--- src/rtl/core/lkv_pkg.sv ---
// shared constants, types and command codes of the lru key/value cache
package lkv_pkg;

	localparam int DEPTH       = 16;
	localparam int KEY_WIDTH   = 32;
	localparam int VALUE_WIDTH = 32;
	localparam int CAP_WIDTH   = 5;
	localparam int OCC_WIDTH   = $clog2(DEPTH + 1);
	localparam int CMP_WIDTH   = (OCC_WIDTH > CAP_WIDTH) ? OCC_WIDTH : CAP_WIDTH;

	localparam logic [CAP_WIDTH-1:0] CAP_RESET = CAP_WIDTH'(16);

	typedef enum logic {
		CMD_GET = 1'b0,
		CMD_PUT = 1'b1
	} cmd_t;

	// one entry as held by a cell and handed to its neighbor
	typedef struct packed {
		logic                   valid;
		logic [KEY_WIDTH-1:0]   key;
		logic [VALUE_WIDTH-1:0] value;
	} entry_t;

	// per-beat control broadcast to every cell
	typedef struct packed {
		logic                 move;
		logic                 hit;
		logic                 full;
		logic [KEY_WIDTH-1:0] key;
	} cell_ctl_t;

	// match summary rippling from the least recent cell toward the front
	typedef struct packed {
		logic                   match;
		logic [VALUE_WIDTH-1:0] value;
	} cell_sum_t;

endpackage

--- src/rtl/core/lkv_if.sv ---
// request and response channel interfaces
interface lkv_req_if import lkv_pkg::*; ();
	logic                   valid;
	logic                   ready;
	logic                   command;
	logic [KEY_WIDTH-1:0]   key;
	logic [VALUE_WIDTH-1:0] write_value;

	modport source (output valid, output command, output key, output write_value, input ready);
	modport sink (input valid, input command, input key, input write_value, output ready);
endinterface

interface lkv_rsp_if import lkv_pkg::*; ();
	logic                   valid;
	logic                   ready;
	logic                   hit;
	logic [VALUE_WIDTH-1:0] read_value;

	modport source (output valid, output hit, output read_value, input ready);
	modport sink (input valid, input hit, input read_value, output ready);
endinterface

--- src/rtl/core/lkv_cell.sv ---
// one recency position: holds an entry, matches the key, shifts from its neighbor
module lkv_cell import lkv_pkg::*; (
	input  logic      clk,
	input  logic      arst_n,
	input  cell_ctl_t ctl,
	input  entry_t    prev,
	input  cell_sum_t sum_in,
	output entry_t    cur,
	output cell_sum_t sum_out
);

	logic   valid_q;
	logic   [KEY_WIDTH-1:0] key_q;
	logic   [VALUE_WIDTH-1:0] value_q;
	logic   match;
	logic   shift;

	assign cur = '{valid: valid_q, key: key_q, value: value_q};

	// associative compare and ripple of the match summary
	assign match         = valid_q && (key_q == ctl.key);
	assign sum_out.match = match | sum_in.match;
	assign sum_out.value = match ? value_q : sum_in.value;

	// shift when this position lies at or above the target position
	always_comb begin
		if (ctl.hit) begin
			shift = ctl.move & (match | sum_in.match);
		end else if (ctl.full) begin
			shift = ctl.move & valid_q;
		end else begin
			shift = ctl.move & (valid_q | prev.valid);
		end
	end

	// valid mark
	always_ff @(posedge clk or negedge arst_n) begin
		if (!arst_n) begin
			valid_q <= 1'b0;
		end else if (shift) begin
			valid_q <= prev.valid;
		end
	end

	// key and value
	always_ff @(posedge clk) begin
		if (shift) begin
			key_q   <= prev.key;
			value_q <= prev.value;
		end
	end

endmodule

--- src/rtl/core/lru_key_value_cache.sv ---
// lru key/value cache: one cell per recency position, most recent at the front
// response: registered, its beat follows in the cycle after the request beat
// throughput: one request per cycle; match, move-to-front and insert are done
// by the cell row in the cycle of the beat, a stalled response holds the request
// reset: all entries empty, occupancy zero, capacity 16; usable in the first cycle
module lru_key_value_cache import lkv_pkg::*; (
	input  logic                 clk,
	input  logic                 arst_n,
	lkv_req_if.sink              req,
	lkv_rsp_if.source            rsp,
	input  logic                 cfg_we,
	input  logic [CAP_WIDTH-1:0] cfg_wdata
);

	logic                   [CAP_WIDTH-1:0] cap_q;
	logic                   [OCC_WIDTH-1:0] occ_q;
	logic                   rsp_valid_q;
	logic                   rsp_hit_q;
	logic                   [VALUE_WIDTH-1:0] rsp_value_q;
	logic                   accept;
	logic                   full;
	logic                   [CMP_WIDTH-1:0] occ_ext;
	logic                   [CMP_WIDTH-1:0] cap_ext;
	cell_ctl_t              ctl;
	entry_t                 front;
	entry_t                 ent [DEPTH+1];
	cell_sum_t              sum [DEPTH+1];

	assign accept    = req.valid && req.ready;
	assign req.ready = !rsp_valid_q || rsp.ready;

	// capacity register
	always_ff @(posedge clk or negedge arst_n) begin
		if (!arst_n) begin
			cap_q <= CAP_RESET;
		end else if (cfg_we) begin
			cap_q <= cfg_wdata;
		end
	end

	// full when occupancy reaches the clamped capacity, a zero capacity acting as one
	assign occ_ext = CMP_WIDTH'(occ_q);
	assign cap_ext = CMP_WIDTH'(cap_q);
	assign full    = (occ_ext >= CMP_WIDTH'(DEPTH)) || ((cap_q != '0) && (occ_ext >= cap_ext))
	                 || ((cap_q == '0) && (occ_q != '0));

	// control broadcast and front entry
	assign ctl.key  = req.key;
	assign ctl.hit  = sum[0].match;
	assign ctl.full = full;
	assign ctl.move = accept && (sum[0].match || (req.command == CMD_PUT));

	assign front.valid = 1'b1;
	assign front.key   = req.key;
	assign front.value = (req.command == CMD_PUT) ? req.write_value : sum[0].value;

	assign ent[0]     = front;
	assign sum[DEPTH] = '{match: 1'b0, value: '0};

	// row of cells
	for (genvar i = 0; i < DEPTH; i++) begin : g_cell
		lkv_cell u_cell (
			.clk     (clk),
			.arst_n  (arst_n),
			.ctl     (ctl),
			.prev    (ent[i]),
			.sum_in  (sum[i+1]),
			.cur     (ent[i+1]),
			.sum_out (sum[i])
		);
	end

	// occupancy grows on a new key while below capacity
	always_ff @(posedge clk or negedge arst_n) begin
		if (!arst_n) begin
			occ_q <= '0;
		end else if (accept && (req.command == CMD_PUT) && !sum[0].match && !full) begin
			occ_q <= occ_q + OCC_WIDTH'(1);
		end
	end

	// response register
	always_ff @(posedge clk or negedge arst_n) begin
		if (!arst_n) begin
			rsp_valid_q <= 1'b0;
		end else if (accept) begin
			rsp_valid_q <= 1'b1;
		end else if (rsp.ready) begin
			rsp_valid_q <= 1'b0;
		end
	end

	always_ff @(posedge clk) begin
		if (accept) begin
			rsp_hit_q   <= (req.command == CMD_PUT) || sum[0].match;
			rsp_value_q <= ((req.command == CMD_GET) && sum[0].match) ? sum[0].value : '0;
		end
	end

	assign rsp.valid      = rsp_valid_q;
	assign rsp.hit        = rsp_hit_q;
	assign rsp.read_value = rsp_value_q;

endmodule

--- src/flat_wrapper.sv ---
// flat-port wrapper written by rule: the top's interface ports become plain ports
module lru_key_value_cache_flat import lkv_pkg::*;
  (clk, arst_n, cfg_we, cfg_wdata, req_valid, req_command, req_key, req_write_value, req_ready, rsp_valid, rsp_hit, rsp_read_value, rsp_ready);
  lkv_req_if req_i ();
  lkv_rsp_if rsp_i ();
  input  logic clk;
  input  logic arst_n;
  input  logic cfg_we;
  input  logic [CAP_WIDTH-1:0] cfg_wdata;
  input wire logic [$bits(req_i.valid)-1:0] req_valid;
  input wire logic [$bits(req_i.command)-1:0] req_command;
  input wire logic [$bits(req_i.key)-1:0] req_key;
  input wire logic [$bits(req_i.write_value)-1:0] req_write_value;
  output wire logic [$bits(req_i.ready)-1:0] req_ready;
  output wire logic [$bits(rsp_i.valid)-1:0] rsp_valid;
  output wire logic [$bits(rsp_i.hit)-1:0] rsp_hit;
  output wire logic [$bits(rsp_i.read_value)-1:0] rsp_read_value;
  input wire logic [$bits(rsp_i.ready)-1:0] rsp_ready;
  assign req_i.valid = req_valid;
  assign req_i.command = req_command;
  assign req_i.key = req_key;
  assign req_i.write_value = req_write_value;
  assign req_ready = req_i.ready;
  assign rsp_valid = rsp_i.valid;
  assign rsp_hit = rsp_i.hit;
  assign rsp_read_value = rsp_i.read_value;
  assign rsp_i.ready = rsp_ready;
  lru_key_value_cache u_core (.clk(clk), .arst_n(arst_n), .req(req_i), .rsp(rsp_i), .cfg_we(cfg_we), .cfg_wdata(cfg_wdata));
endmodule
--- config.mk ---
export PLATFORM = sky130hd
export DESIGN_NAME = lru_key_value_cache_flat
export DESIGN_NICKNAME = d
export VERILOG_FILES = /design/src/rtl/core/lkv_pkg.sv /design/src/rtl/core/lkv_if.sv /design/src/rtl/core/lkv_cell.sv /design/src/rtl/core/lru_key_value_cache.sv /design/src/flat_wrapper.sv
export SDC_FILE = /design/constraint.sdc
export NUM_CORES = 1
export LEC_CHECK = 0
export BUFFER_PORTS_ARGS = -buffer_cell sky130_fd_sc_hd__clkbuf_2
export CAP_MARGIN = 10
export CORE_ASPECT_RATIO = 1.1
export CORE_MARGIN = 1.5
export CORE_UTILIZATION = 46
export CTS_CLUSTER_DIAMETER = 80
export DETAILED_ROUTE_END_ITERATION = 10
export PLACE_DENSITY = 0.71
export SETUP_SLACK_MARGIN = 0.1
export SYNTH_ARGS = -nofsm -noshare
export SYNTH_HDL_FRONTEND = slang
export SYNTH_SLANG_ARGS = --single-unit
--- constraint.sdc ---
create_clock -name clk -period 11.75 [get_ports clk]
set_clock_uncertainty 0.05 [all_clocks]
set_input_delay 3.525 -clock clk [delete_from_list [all_inputs] [get_ports clk]]
set_output_delay 3.525 -clock clk [all_outputs]
set_load 0.1 [all_outputs]
; ---- After elaboration in Yosys (flattened, before gate mapping)
; Index checks and enable logic that the tools add are counted.
[classes]
mux = 51
n_eq_ne = 16
n_lt_le_gt_ge = 2
bitwise = 78
n_addsub = 1
n_reduce_logical = 35
[ops]
columns = operator, n
row1 = $mux W32, 17
row2 = $eq A32 B32 Y1, 16
row3 = $and A1 B1 Y1, 47
row4 = $mux W1, 34
row5 = $or A1 B1 Y1, 30
row6 = $logic_and A1 B1 Y1, 24
row7 = $reduce_bool A5 Y1, 2
row8 = $add A5 B1 Y5 const B, 1
row9 = $ge A5 B5 Y1, 1
row10 = $ge A5 B5 Y1 const B, 1
row11 = $logic_not A5 Y1, 1
row12 = $logic_or A1 B1 Y1, 4
row13 = $logic_not A1 Y1, 3
row14 = $reduce_bool A2 Y1, 1
row15 = $not A1 Y1, 1
[totals]
ff_bits = 1084
wordCells = 236

; ---- Logic depth before layout (Yosys ltp)
; Gate-level depths: netlist (run 1).
[depth]
depth_word = 22
depth_mapped = 14
ltp_nobuf = 11

; ---- Modules after synthesis
; From an unflattened synthesis (run 1), not the netlist that was laid out.
[hier_totals]
cells_unflattened = 2977
area_unflattened_um2 = 50399.6
[by_module_without_submodules]
columns = mod, cells_per_inst, instances, seq_area_each_um2, area_per_inst_um2
row1 = lkv_cell, 175, 16, 1946.9, 3002.9
row2 = lru_key_value_cache, 177, 1, 1267.5, 2353.5

; ---- Worst setup path after synthesis (run 1)
; OpenSTA, ideal clock, no wires.
[synth_path]
path_kind = in2reg
start = input req_key[25]
end = register u_core.g_cell[10].u_cell.valid_q
stages = 11
t_arrival_ns = 9.375
required_time_ns = 11.564
setup_slack_ns = 2.189
setup_ns = 0.136
path_buffers = 2
cell_sequence = buf_2 buf_2 xor2_1 nor4_1 nand4_1 nor3_1 or2_1 nor4_1 o211ai_1 a31oi_1 mux2_1
[synth_via]
elab_chain_cells = 22
[synth_lines]
columns = item, line_no
row1 = start: declaration, flat_wrapper.sv:12  ; input wire logic [$bits(req_i.key)-1:0] req_key;
row2 = $eq A32 B32 Y1, lkv_cell.sv:21  ; assign match = valid_q && (key_q == ctl.key);
row3 = $logic_and A1 B1 Y1, lkv_cell.sv:21
row4 = $or A1 B1 Y1 (4 in a row), lkv_cell.sv:22  ; assign sum_out.match = match | sum_in.match;
row5 = $or A1 B1 Y1, "lkv_cell.sv:22, lkv_cell.sv:28"
row6 = $or A1 B1 Y1 (10 in a row), lkv_cell.sv:22
row7 = $logic_or A1 B1 Y1, lru_key_value_cache.sv:51  ; assign ctl.move = accept && (sum[0].match || (req.command == CMD_PUT));
row8 = $logic_and A1 B1 Y1, lru_key_value_cache.sv:51
row9 = "$and A1 B1 Y1, on equally long branches", "lkv_cell.sv:32, lkv_cell.sv:30"
row10 = $mux W1, lkv_cell.sv:29  ; end else if (ctl.full) begin
row11 = $mux W1 (*), lkv_cell.sv:27  ; if (ctl.hit) begin
row12 = net u_core.g_cell[10].u_cell.shift, lkv_cell.sv:16  ; logic shift;
row13 = end signal: assignment, lkv_cell.sv:41  ; valid_q <= prev.valid;
row14 = end: declaration, lkv_cell.sv:12  ; logic valid_q;
; The timed path passes the listed nets; every way through them passes the cells marked *.
; A chain may end at the register's enable or synchronous reset.

; ---- Worst setup path after layout (run 1)
[layout_path]
start = input req_key[16]
end = register u_core.g_cell[8].u_cell.value_q[12], enable pin
[layout_via]
elab_chain_cells = 22
[layout_lines]
columns = item, line_no
row1 = $eq A32 B32 Y1, lkv_cell.sv:21
row2 = $logic_and A1 B1 Y1, lkv_cell.sv:21
row3 = $or A1 B1 Y1 (6 in a row), lkv_cell.sv:22
row4 = $or A1 B1 Y1, "lkv_cell.sv:22, lkv_cell.sv:28"
row5 = $or A1 B1 Y1 (8 in a row), lkv_cell.sv:22
row6 = $logic_or A1 B1 Y1, lru_key_value_cache.sv:51
row7 = $logic_and A1 B1 Y1, lru_key_value_cache.sv:51
row8 = "$and A1 B1 Y1, on equally long branches", "lkv_cell.sv:32, lkv_cell.sv:30"
row9 = $mux W1, lkv_cell.sv:29
row10 = $mux W1 (*), lkv_cell.sv:27
row11 = net u_core.g_cell[8].u_cell.shift, lkv_cell.sv:16
row12 = end signal: assignment, lkv_cell.sv:49  ; value_q <= prev.value;
row13 = end: declaration, lkv_cell.sv:14  ; logic [VALUE_WIDTH-1:0] value_q;
; Marks and branches as above.

==> impl_results.md, run 1 <==
* RSZ-0062 raised after global routing: false
* Leading area contributor after synthesis: edfxtp_1
* Synthesized area per cell at 14.6 um^2
* Final WL at 111,000 um
* Starting Density at 0.466
* Hold Crit Class: reg2reg
* Share of cells above drive strength 1 at 0.113
* Ys Warns at 0
* Clock Path Buffers at 3
* Leak Pwr at about 17 nW
* Largest cells by area after synthesis: edfxtp_1 69%, xor2_1 6.7%, xnor2_1 3.0%
* CTS Hold Bufs at 0
* Core Area at 99,300 um^2
* Synth Cell Area at between 40,000 and 50,000 um^2
* Post-cts resize count at 0
* Reg2reg setup slack at 5.76 ns
* Port buffer count at 109
* Synth Area in XOR/XNOR at 0.0973
* Hold Crit Depth at 0
* Top Ports at 110
* Global-route wire length before repair at about 170,000 um
* Synth Area in Adders at 0.00189
* Final hold vios at 0
* VDD IR max at around 150 uV
* Critical-path cell list: clkbuf_2, xnor2_1, nand3_1, buf_4, and3b_1, and3_1, or2_1, nor3_1, and3_1, nand2_1, o21bai_4, buf_4
* Critical path type: in2reg
* Iteration-0 DRC count of the detailed router at between 2,000 and 3,000
* Power Density at around 170 nW/um^2
* Vias in the first global route at 26,521
* Slowest stage cell, crit path: and3_1
* Worst setup margin at approximately 2.8 ns
* Design area at ~52,000 um^2
* Top cell type's share of synthesized area at 0.686
* Worst-skew pair later-pin latency at 0.71 ns
* Library cells used by synthesis at 64
* Worst EP required at 12.05 ns
* Multi-input gate area at 12,800 um^2
* Pin count of the biggest net entering global routing at 99
* Peak Freq at 111 MHz
* DR vias at ~27,000
* Syn Inst Count at between 3,000 and 4,000
* Final setup vio count at 0
* Outcome: finished clean
* Die area at 102,000 um^2
* Dominant synthesized flop cell: edfxtp_1
* Synthesis-to-layout area growth at 11.4%
* Critical Path Fanout Max at 33
* Most common library cell in the layout ignoring fill and taps: edfxtp_1
* Period minus WS final at approximately 9 ns
* Storage cell area at between 30,000 and 40,000 um^2
* Place WS at 2.18 ns
* Max-slew violations at 0
* Min-delay src: u_core.g_cell[10].u_cell.value_q[26]
* Area after DPL at 48,000 um^2
* N_diodes at 0
* Hold endpoint: u_core.g_cell[11].u_cell.value_q[26]
* Max Cap Viol at 0
* # DRC at 0
* Crit. End Element: flip-flop
* GR Overflow Total at 0
* Routed len/inst at 24.1 um
* GRT Overall Usage at 0.214
* Post-synth EDFFs at roughly 1,100
* RePlAce Congestion at 0.897
* CP startpoint kind: primary input
* Crit-path max cell delay at 0.90 ns
* Fin Setup TNS at 0 ns
* CTS tree: yes
* DRT antenna net count at 0
* Reg2Reg Capture Point: u_core.g_cell[8].u_cell.value_q[12]
* Hold Slack at roughly 0.38 ns
* Largest family of logic cells by synthesized area: XOR/XNOR gates
* Final HPWL DP at approximately 76,000 um
* Worst r2r path cells at 11
* Register area share after synthesis at 0.701
* Filler Cells Inserted at ~8,000
* Root Buffer: clkbuf_16
* WP buf/inv at 3
* Row cnt at 121
* Worst rel slew slack at 0.170
* Initial antenna violation count at 1
* Synthesized net count at 3,251
* Most frequent cells in the layout: 1,057 x edfxtp_1, 354 x xor2_1, 249 x nand2_1
* Clock-pin slew on the worst setup and hold paths at 0.06 ns
* CTS H-Tree Depth at 3
* Drt first pass iters at 6
* Die X at roughly 310 um
* CTS buffer count at 106
* Crit path DAT at a little over 9 ns
* Reg-to-reg startpoint: u_core.g_cell[11].u_cell.key_q[14]
* Die Y at ~340 um
* Crit path max-delay family: simple AND/OR/NAND/NOR gates
* Vias/cell at 5.93
* Total setup buffers inserted after CTS at 0
* Clock sinks at 1,084
* Post-synth ARST share at 0.0249
* Simple-gate area share of the yosys netlist at 0.0938
* Compound-cell area share of the yosys netlist at 0.0711
* Mux contribution to synthesized area at 0.00814
* Post-synthesis register bit count at 1,084
* NumNets Final at approximately 3,300
* Final Cycle Share at 0.766
* Slew @ Worst Pin at between 1 and 1.5 ns
[metal layers]
layer	share of wire	track usage	vias up	wire length, um
met5	0	0	-	0
met4	0.036	0.0828	0	4020
met3	0.076	0.0363	202	8370
met2	0.48	0.350	1243	53300
met1	0.41	0.288	13449	45000
li1	-	-	12354	-
[synthesized netlist by cell type (all sizes together) (38+ instances only)]
master / number
a311oi: 64
xnor2: 160
nand2b: 38
nor4: 218
o21ai: 45
nand2: 249
buf: 81
nor2: 54
xor2: 354
nand3: 90
a21oi: 57
edfxtp: 1057
nand4: 80
clkbuf: 152
a211oi: 64
inv: 45
[worst register-to-register path, cell delays in order, from the launching register on]
cell and delay, ns:
edfxtp_1 0.43, xnor2_1 0.16, nand3_1 0.10, buf_4 0.33, and3b_1 0.60, and3_1 0.41, or2_1 0.27, nor3_1 0.53
and3_1 0.90, nand2_1 0.46, o21bai_4 0.88, buf_4 0.51
[cells by family after synthesis]
family / Yosys count
flip-flops: 1084
AND/OR/NAND/NOR: 820
XOR/XNOR: 514
AO/OA/AOI/OAI: 429
buffers and inverters: 278
multiplexers: 37
adder cells (fa/ha/maj): 7
[flip-flops by register name, indices dropped and copies added (netlist names)]
name                          flops
u_core.g_cell.u_cell.value_q    512
u_core.g_cell.u_cell.key_q      512
u_core.rsp.valid                  1
u_core.g_cell.u_cell.valid_q     16
u_core.rsp.hit                    1
u_core.occ_ext                    5
u_core.rsp.read_value            32
u_core.cap_ext                    5
[stage by stage]
step                       util  power, mW  instances
after floorplan               -       5.36       3169
after global placement    0.484       5.60       4399
after detailed placement  0.484       5.63       4399
after CTS                 0.519       9.00       4593
after global routing      0.519       9.24       4593
final                     0.519       8.96       4593
[where the power goes]
part           internal [mW]  switching (mW)  leakage [nW]
Sequential              4.64           0.209          10.1
Clock                   1.93            1.46          1.70
Combinational          0.212           0.502          5.29
[final cells by class]
| type | instances | area share |
|---|---|---|
| Sequential cell | 1084 | 0.629 |
| Clock buffer | 125 | 0.0537 |
| Timing Repair Buffer | 172 | 0.0198 |
| Clock inverter | 69 | 0.0140 |
| Multi-Input combinational cell | 1807 | 0.249 |
| Inverter | 45 | 0.00328 |
| Tap cell | 1291 | 0.0313 |
[worst max-delay path by stage]
stage | from | endpoint | slack [ns] | cells past startpoint
floorplan | req_key[25] | u_core.g_cell[10].u_cell.valid_q | 2.19 | 11
global placement | req_key[16] | u_core.g_cell[8].u_cell.value_q[13] | 2.38 | 12
detailed placement | req_key[16] | u_core.g_cell[8].u_cell.value_q[12] | 2.18 | 12
CTS | req_key[16] | u_core.g_cell[8].u_cell.value_q[30] | 2.88 | 12
global route | req_key[16] | u_core.g_cell[8].u_cell.value_q[30] | 2.42 | 12
finish | req_key[16] | u_core.g_cell[8].u_cell.value_q[12] | 2.75 | 12
No activity file was read; power rests on OpenSTA's default activity.
==> run 2, diff against run 1 <==
==> constraint.sdc (replaced) <==
create_clock -name clk -period 9.3 [get_ports clk]
set_clock_uncertainty 0.05 [all_clocks]
set_input_delay 2.79 -clock clk [delete_from_list [all_inputs] [get_ports clk]]
set_output_delay 2.79 -clock clk [all_outputs]
set_load 0.1 [all_outputs]
==> impl_results.md, run 2 (synthesized netlist as in run 1, its figures left out) <==
* Vias/cell at 5.94
* Post-cts resize count at 0
* Port buffer count at 109
* NumNets Final at 3,323
* Routed len/inst at 24.3 um
* Clock power share at 0.384
* Root Buffer: clkbuf_16
* Comb pwr share at 0.082
* Sequential share of power at 0.534
* Period minus WS final at around 7.8 ns
* Crit path DAT at 7.99 ns
* Max-slew violations at 0
* Crit. End Element: flip-flop
* RSZ-0062 raised after global routing: false
* VDD IR max at between 150 and 200 uV
* Total setup buffers inserted after CTS at 0
* Switch Pwr at between 2 and 3 mW
* Critical path type: in2reg
* DR vias at ~27,000
* Pin count of the biggest net entering global routing at 97
* CP most frequent cell: buf_4
* Most frequent cells in the layout: 1,057 x edfxtp_1, 354 x xor2_1, 249 x nand2_1
* CTS buffer count at 106
* # DRC at 0
* Core Area at about 100,000 um^2
* Drt first pass iters at 5
* Clock Path Buffers at 3
* Slew @ Worst Pin at 1.12 ns
* Final HPWL DP at 79,200 um
* DRT antenna net count at 0
* Final WL at 112,000 um
* Filler Cells Inserted at 7,980
* Die area at about 100,000 um^2
* Leak Pwr at 17.3 nW
* Switching share of power at 0.243
* Crit-path max cell delay at 0.91 ns
* RePlAce Congestion at 0.895
* Iteration-0 DRC count of the detailed router at between 3,000 and 4,000
* Clock sinks at between 1,000 and 1,500
* Top Ports at 110
* CP startpoint kind: primary input
* Share of cells above drive strength 1 at 0.118
* Outcome: finished clean
* Worst-skew pair later-pin latency at a little over 0.7 ns
* Placed Cells incl. Taps at 4,423
* Fin Setup TNS at 0 ns
* N_diodes at 0
* Vias in the first global route at 26,879
* Power Density at 221 nW/um^2
* Global-route wire length before repair at 167,000 um
* GR Overflow Total at 0
* Critical Path Fanout Max at 64
* CTS tree: yes
* Slowest stage cell, crit path: and3_1
* Most common library cell in the layout ignoring fill and taps: edfxtp_1
* Pint at slightly below 9 mW
* CTS H-Tree Depth at 3
* Hold Crit Class: reg2reg
* Initial antenna violation count at 0
* Starting Density at 0.466
* Die X at just over 300 um
* Critical-path cell list: clkbuf_2, xnor2_1, nand4_1, nor2_2, buf_4, and4_1, or3_4, nor3_1, and3_1, nand2_1, o22ai_4, buf_4
* Row cnt at 121
* Reg2reg setup slack at between 3 and 4 ns
* Peak Freq at 129 MHz
* Worst EP required at 9.54 ns
* Synthesis-to-layout area growth at 12.3%
* Final setup vio count at 0
* CTS Hold Bufs at 0
* Die Y at 336 um
* Final Cycle Share at 0.834
* Worst rel slew slack at 0.246
* Clock-pin slew on the worst setup and hold paths at about 0.060 ns
* Max Cap Viol at 0
* GRT Overall Usage at 0.216
* Non-filler cells, final at around 4,600
* Final hold vios at 0
## run 2: area by class of cell
type                       instances  area (um^2)  share of cell area
sequential                      1084        32400               0.624
multi-input combinational       1807        12800               0.247
clock buffer                     121         2720              0.0523
tap                             1291         1620              0.0311
inverter                          45          169             0.00325
clock inverter                    75          890              0.0171
timing repair buffer             197         1330              0.0255
## run 2: critical path: cells and delay by family
| family | cells | cell delay, ns |
|---|---|---|
| AOI/OAI and AO/OA | 1 | 0.21 |
| xor gates and xnor gates | 1 | 0.16 |
| buffers and inverters | 3 | 1.48 |
| and+or+nand+nor | 7 | 3.29 |
## run 2: per-layer routing
metal | share of wire | track usage | up-vias
li1 | - | - | 12391
met1 | 0.41 | 0.289 | 13628
met2 | 0.48 | 0.354 | 1235
met3 | 0.075 | 0.0335 | 180
met4 | 0.038 | 0.0867 | 0
met5 | 0 | 0 | -
## run 2: stage by stage
step            util  power, mW  setup WS [ns]  hold WS [ns]  instance area (um^2)
5_1_grt        0.523       11.8           1.26         0.367                 52000
3_5_place_dp   0.487       7.15          0.938         0.375                 48300
2_1_floorplan      -       6.78          0.474         0.367                 46300
3_3_place_gp   0.487       7.11           1.11         0.373                 48300
6_report       0.523       11.5           1.55         0.362                 52000
4_1_cts        0.523       11.5           1.61         0.355                 51900
## run 2: power groups by stage
stage / Clock [mW] / Sequential [mW] / Combinational [mW]
final: 4.41 / 6.13 / 0.936
after global placement: 0 / 6.20 / 0.911
after detailed placement: 0 / 6.22 / 0.931
after global routing: 4.65 / 6.16 / 1.00
after floorplan: 0 / 6.21 / 0.569
after CTS: 4.46 / 6.12 / 0.937
## run 2: worst paths after layout
check                                                      end  cells after the start                           startpoint
max in group asynchronous      u_core.g_cell[6].u_cell.valid_q                      1                               arst_n
min reg2reg                u_core.g_cell[15].u_cell.value_q[9]                      0  u_core.g_cell[14].u_cell.value_q[9]
min                        u_core.g_cell[15].u_cell.value_q[9]                      0  u_core.g_cell[14].u_cell.value_q[9]
max reg2reg                  u_core.g_cell[9].u_cell.key_q[30]                     10   u_core.g_cell[14].u_cell.key_q[10]
max                          u_core.g_cell[9].u_cell.key_q[30]                     12                          req_key[16]
min in group asynchronous                    u_core.cap_ext[2]                      1                               arst_n
